### config.mk
export PLATFORM = sky130hd
export DESIGN_NAME = tea_half_round
export DESIGN_NICKNAME = d
export VERILOG_FILES = /design/src/hdl/tea_pkg.sv /design/src/hdl/tea_half_round.sv
export SDC_FILE = /design/constraint.sdc
export NUM_CORES = 1
export LEC_CHECK = 0
export ABC_AREA = 1
export BUFFER_PORTS_ARGS = -buffer_cell sky130_fd_sc_hd__buf_2
export CAP_MARGIN = 0
export CORE_MARGIN = 2
export CORE_UTILIZATION = 37
export CTS_BUF_LIST = sky130_fd_sc_hd__clkbuf_16
export CTS_CLUSTER_DIAMETER = 100
export DETAILED_ROUTE_END_ITERATION = 10
export GPL_TIMING_DRIVEN = 1
export PLACE_DENSITY = 0.69
export SETUP_SLACK_MARGIN = 0.15
export SLEW_MARGIN = 20
export SYNTH_ARGS = -nofsm -noshare
export SYNTH_HDL_FRONTEND = slang
export SYNTH_SLANG_ARGS = --single-unit
### constraint.sdc
create_clock -name clk -period 12.9 [get_ports clk]
set_input_delay 1.29 -clock clk [delete_from_list [all_inputs] [get_ports clk]]
set_output_delay 1.29 -clock clk [all_outputs]
set_load 0.02 [all_outputs]
### src/hdl/tea_pkg.sv
// Shared types and constants for the TEA cipher pipeline.
package tea_pkg;

  localparam logic [31:0] TEA_DELTA = 32'h9e37_79b9;

  localparam int unsigned CFG_IDX_W = 8;

  localparam logic [CFG_IDX_W-1:0] CFG_KEY_WORD_0 = 8'd0;
  localparam logic [CFG_IDX_W-1:0] CFG_KEY_WORD_1 = 8'd1;
  localparam logic [CFG_IDX_W-1:0] CFG_KEY_WORD_2 = 8'd2;
  localparam logic [CFG_IDX_W-1:0] CFG_KEY_WORD_3 = 8'd3;

  typedef struct packed {
    logic [31:0] k0;
    logic [31:0] k1;
    logic [31:0] k2;
    logic [31:0] k3;
  } tea_key_t;

  typedef struct packed {
    logic        valid;
    logic        decrypt;
    logic [31:0] a;
    logic [31:0] b;
  } tea_stage_t;

endpackage

### src/hdl/tea_half_round.sv
// One pipeline stage holding one TEA half-round, encrypt or decrypt.
module tea_half_round
  import tea_pkg::*;
#(
  parameter bit          SECOND_HALF = 1'b0,
  parameter logic [31:0] SUM_ENC     = 32'h0,
  parameter logic [31:0] SUM_DEC     = 32'h0
) (
  input  logic       clk,
  input  logic       rst_n,
  input  logic       en,
  input  tea_key_t   key,
  input  tea_stage_t stage_in,
  output tea_stage_t stage_out
);

  tea_stage_t  stage_r;
  tea_stage_t  stage_nxt;
  logic [31:0] sum;
  logic [31:0] src;
  logic [31:0] ka;
  logic [31:0] kb;
  logic [31:0] mix;
  logic        upd_a;

  // Encrypt: first half updates a from b (k0,k1), second updates b from a (k2,k3).
  // Decrypt: first half updates b from a (k2,k3), second updates a from b (k0,k1).
  always_comb begin
    sum   = stage_in.decrypt ? SUM_DEC : SUM_ENC;
    upd_a = (stage_in.decrypt == SECOND_HALF);
    src   = upd_a ? stage_in.b : stage_in.a;
    ka    = upd_a ? key.k0 : key.k2;
    kb    = upd_a ? key.k1 : key.k3;
    mix   = ((src << 4) + ka) ^ (src + sum) ^ ((src >> 5) + kb);

    stage_nxt = stage_in;
    if (upd_a) begin
      stage_nxt.a = stage_in.decrypt ? stage_in.a - mix : stage_in.a + mix;
    end else begin
      stage_nxt.b = stage_in.decrypt ? stage_in.b - mix : stage_in.b + mix;
    end
  end

  always_ff @(posedge clk) begin
    if (!rst_n) begin
      stage_r.valid <= 1'b0;
    end else if (en) begin
      stage_r.valid <= stage_nxt.valid;
    end
  end

  always_ff @(posedge clk) begin
    if (en) begin
      stage_r.decrypt <= stage_nxt.decrypt;
      stage_r.a       <= stage_nxt.a;
      stage_r.b       <= stage_nxt.b;
    end
  end

  assign stage_out = stage_r;

endmodule

# Word level (Yosys, flattened, before mapping)
# Cells that the tools add are included.
# W data, S select, Z words.
[totals]
output_inout_bits = 66
ff_bits = 66
inputBits = 197
wordCells = 15
[classes]
addsub = 4
n_bitwise = 2
muxes = 5
[ops]
columns = ["operator", "count"]
rows = [
  ["$mux W32", 5],
  ["$add A32 B32 Y32", 2],
  ["$xor A32 B32 Y32", 2],
  ["$add A27 B32 Y32", 1],
  ["$sub A32 B32 Y32", 1],
]

# Depth between registers and ports, before layout
[depth]
ltp_word = 6
depth_mapped = 37
depth_no_buf = 32

# Worst setup path before layout
# Ideal clock, no wire load.
[synth_timing]
path_kind = "input -> register"
startpoint = "in stage_in[64] (netlist bit)"
endpoint = "reg stage_r (netlist bit stage_out[27]) (data pin)"
arrival_ns = 5.476
slack_ns = 7.161
n_path_buf = 6
cell_stages = 30
required_ns = 12.637
setup_ns = 0.263
path_cell_list = "buf_6 buf_12 buf_8 buf_4 buf_2 clkbuf_1 nand2_1 nand2_1 ha_1 fa_1 nand3_1 nand2_1 a21oi_2 o21ai_1 a21oi_1 xor2_1 inv_1 nand2_1 nand2_1 ha_1 a21oi_1 a21boi_0 inv_1 nand2_1 nand2_1 a21oi_1 o21ai_0 or2_1 nand3_1 o21ai_1"
[synth_rtl]
columns = ["item", "line_no", "rtl"]
rows = [
  ["start, declared", "tea_half_round.sv:13", "input tea_stage_t stage_in,"],
  ["end, declared", "tea_half_round.sv:17", "tea_stage_t stage_r;"],
]

==> insert_results.sql <==
INSERT INTO impl_metrics (metric_group, metric, value, unit) VALUES
('setup_path', 'critical-path-slowest-cell', 'sky130_fd_sc_hd__clkinv_2', ''),
('sta', 'post-route-period-util', '58.5', '%'),
('final_layout', 'largest_register_ff_count', '66', ''),
('detailed_routing', 'drt_iter0_markers', '1164', ''),
('setup_path', 'timing.critical_path.fanout_max', '78', ''),
('pwr', 'power_total', '2.54', 'mW'),
('detailed_routing', 'drt-wirelength-per-cell', '17.0', 'um'),
('setup_path', 'cp_data_arrival_time', '7.63', 'ns'),
('logic_synthesis', 'syn-instance-count', '1801', ''),
('clock_tree', 'clock_path_buffers', '2', ''),
('sta', 'period_needed', '7.55', 'ns'),
('global_route', 'number_of_global_route_vias_before_repair', '12100', ''),
('sta', 'rsz0062_at_grt', 'false', ''),
('clock_tree', 'source_to_sink_clock_delay_at_the_later_pin_of_the_worst_skew_pair', '0.33', 'ns'),
('setup_path', 'setup.worst_path.start_class', 'primary input', ''),
('final_layout', 'most_frequent_standard_cell_in_the_layout_excluding_fill_and_tap_cells', 'sky130_fd_sc_hd__nand2_1', ''),
('clock_tree', 'cts-hold-fix-buffers', '0', ''),
('sta', 'finalHoldViolations', '0', ''),
('sta', 'final_max_slew_viol_count', '0', ''),
('global_route', 'grt_start_max_net_pins', '79', ''),
('pwr', 'p_sw_share', '54.8', '%'),
('final_layout', 'finish.net_count', '2369', ''),
('logic_synthesis', 'synth_nets', '2122', ''),
('setup_path', 'timing.reg2reg.worst_path_depth', '2', ''),
('floorplanning', 'floorplan.core_area', '0.0304', 'mm2'),
('placement', 'numPortBuffers', '262', ''),
('logic_synthesis', 'netlist_area_before_placement', '0.0114', 'mm2'),
('clock_tree', 'post_cts_resize_count', '0', ''),
('pwr', 'p_sw', '1.39', 'mW'),
('logic_synthesis', 'synth_cell_types', '55', ''),
('clock_tree', 'post_cts_buffers', '0', ''),
('setup_path', 'crit_path_frequent_cell', 'sky130_fd_sc_hd__nand2_1', ''),
('logic_synthesis', 'register_area_share_after_synthesis', '17.3', '%'),
('logic_synthesis', 'yosys_register_bits', '66', ''),
('logic_synthesis', 'syn_area_per_cell', '6.32', 'um2'),
('sta', 'slew_headroom', '31.3', '%'),
('final_layout', 'final_area', '0.0133', 'mm2'),
('detailed_routing', 'remaining_drc_errors', '0', ''),
('final_layout', 'mostFrequentLayoutCells', 'sky130_fd_sc_hd__nand2_1, sky130_fd_sc_hd__buf_2, sky130_fd_sc_hd__inv_1', ''),
('sta', 'setup-tns-final', '0', 'ns'),
('floorplanning', 'i_o_pin_cnt', '263', ''),
('min_path', 'hold-path-cell-count', '2', ''),
('final_layout', 'areaGrowthSynthToFinish', '17.2', '%'),
('floorplanning', 'die_h', '179', 'um'),
('placement', 'gp_routability_congestion', '1.05', ''),
('pwr', 'power.share.combinational', '75.9', '%'),
('pwr', 'seq_power_share', '13.8', '%'),
('global_route', 'grt_pass1_wl', '64.0', 'mm'),
('clock_tree', 'cts.sinks', '66', ''),
('pwr', 'leakagePower', '6.96', 'nW'),
('setup_path', 'timing.setup.critical_path_class', 'primary input to flop', ''),
('global_route', 'grt-ovfl-total', '0', ''),
('detailed_routing', 'drtPass1Iterations', '6', ''),
('detailed_routing', 'detail-route-antenna-nets', '0', ''),
('min_path', 'hold_class', 'flop to flop', ''),
('floorplanning', 'fp.dieArea', '0.0322', 'mm2'),
('clock_tree', 'tritoncts', 'built', ''),
('clock_tree', 'clk_transition_reported_paths', '0.05', 'ns'),
('final_layout', 'fraction_of_final_layout_cells_with_drive_strength_greater_than_1', '16.6', '%'),
('final_layout', 'nFillCells', '3276', ''),
('sta', 'clock_skew_after_layout', '0', 'ns'),
('clock_tree', 'clock_tree.htree_level_count', '3', ''),
('setup_path', 'crit_path_max_incr_delay', '0.92', 'ns'),
('global_route', 'grt_antenna_before_repair', '1', ''),
('pwr', 'vdd.ir_drop.worst', '0.0858', 'mV'),
('clock_tree', 'tritoncts.num_buffers', '9', ''),
('global_route', 'grt_usage', '25.0', '%'),
('logic_synthesis', 'ys.warnings.count', '0', ''),
('floorplanning', 'start_util', '37.4', '%'),
('detailed_routing', 'route.final.wire_length', '41.7', 'mm'),
('run_status', 'run_status', 'completed', '');
## cell type report
class / count / area [um2] / area share [%]
diodes: 1 / 2.50 / 0.0188
clock buffers: 9 / 225 / 1.69
clock inverters: 7 / 83.8 / 0.628
inverters: 198 / 744 / 5.58
multi-input cells: 1507 / 8470 / 63.5
flip-flops and latches: 66 / 1970 / 14.8
well taps: 396 / 495 / 3.71
repair buffers: 266 / 1340 / 10.1
## synthesized netlist by cell type (all sizes together)
library cell	count	area, um2
nand2	632	2420
inv	198	743
a21oi	145	744
nor2	136	518
o21ai	135	777
ha	120	1500
nand3	71	355
xor2	68	618
edfxtp	65	1950
xnor2	60	533
nor3	23	125
nand4	22	138
buf	20	161
a21o	15	113
a31oi	12	75.1
clkbuf	10	37.5
o21bai	9	67.6
or2	9	56.3
a21boi	8	63.8
nand3b	7	52.6
o21a	6	45.0
fa	4	80.1
o22ai	4	25.0
nor4	3	18.8
o211ai	3	22.5
a221oi	2	17.5
and2	2	12.5
and3	2	12.5
o211a	2	20.0
o221ai	2	17.5
o31ai	2	15.0
a31o	1	8.76
dfxtp	1	20.0
o2111ai	1	8.76
o221a	1	11.3
## cells by family after synthesis
logic type	count (synthesis)	share of synthesized area (%)
xor+xnor	128	10.1
simple gates	907	32.6
fa+ha+maj	124	13.9
flops	66	17.3
buf+inv	228	8.27
compound gates	348	17.8
## worst max-delay path, delay by kind of cell
| kind | cells | cell delay [ns] |
|---|---|---|
| xor+xnor | 2 | 0.39 |
| fa+ha+maj | 2 | 0.80 |
| simple gates | 15 | 2.65 |
| buf+inv | 6 | 2.18 |
| compound gates | 3 | 0.25 |
## layer usage
| layer | up-vias | part of all wire, % | global-route usage [%] | routed length (um) |
|---|---|---|---|---|
| li1 | 6465 | - | - | - |
| met1 | 5858 | 47 | 35.4 | 19600 |
| met2 | 538 | 44 | 40.5 | 18300 |
| met3 | 70 | 6.3 | 1.92 | 2630 |
| met4 | 0 | 2.7 | 7.64 | 1130 |
| met5 | - | 0 | 0 | 0 |
## final timing paths
check	slack, ns	start	end
max	5.35	stage_in[64]	stage_out[58]
min	0.55	stage_out[65]	stage_out[65]
max reg2reg	12.24	stage_out[65]	stage_out[65]
min reg2reg	0.55	stage_out[65]	stage_out[65]
## through the flow
stage / hold slack [ns] / utilization [%] / instances / setup slack [ns]
after CTS: 0.549 / 43.8 / 2449 / 5.49
after global routing: 0.638 / 43.8 / 2450 / 4.94
after floorplan: 0.606 / - / 1801 / 7.16
final: 0.547 / 43.8 / 2450 / 5.35
after global placement: 0.523 / 42.8 / 2433 / 5.16
after detailed placement: 0.536 / 42.8 / 2433 / 5.16
## power by group through the flow
stage	sequential, mW	combinational, mW	clock (mW)
global route	0.356	2.13	0.273
finish	0.350	1.93	0.261
CTS	0.350	1.89	0.265
floorplan	0.435	1.27	0
global placement	0.353	1.87	0
detailed placement	0.354	1.88	0
Note: power is estimated with default switching activity, not from simulation.
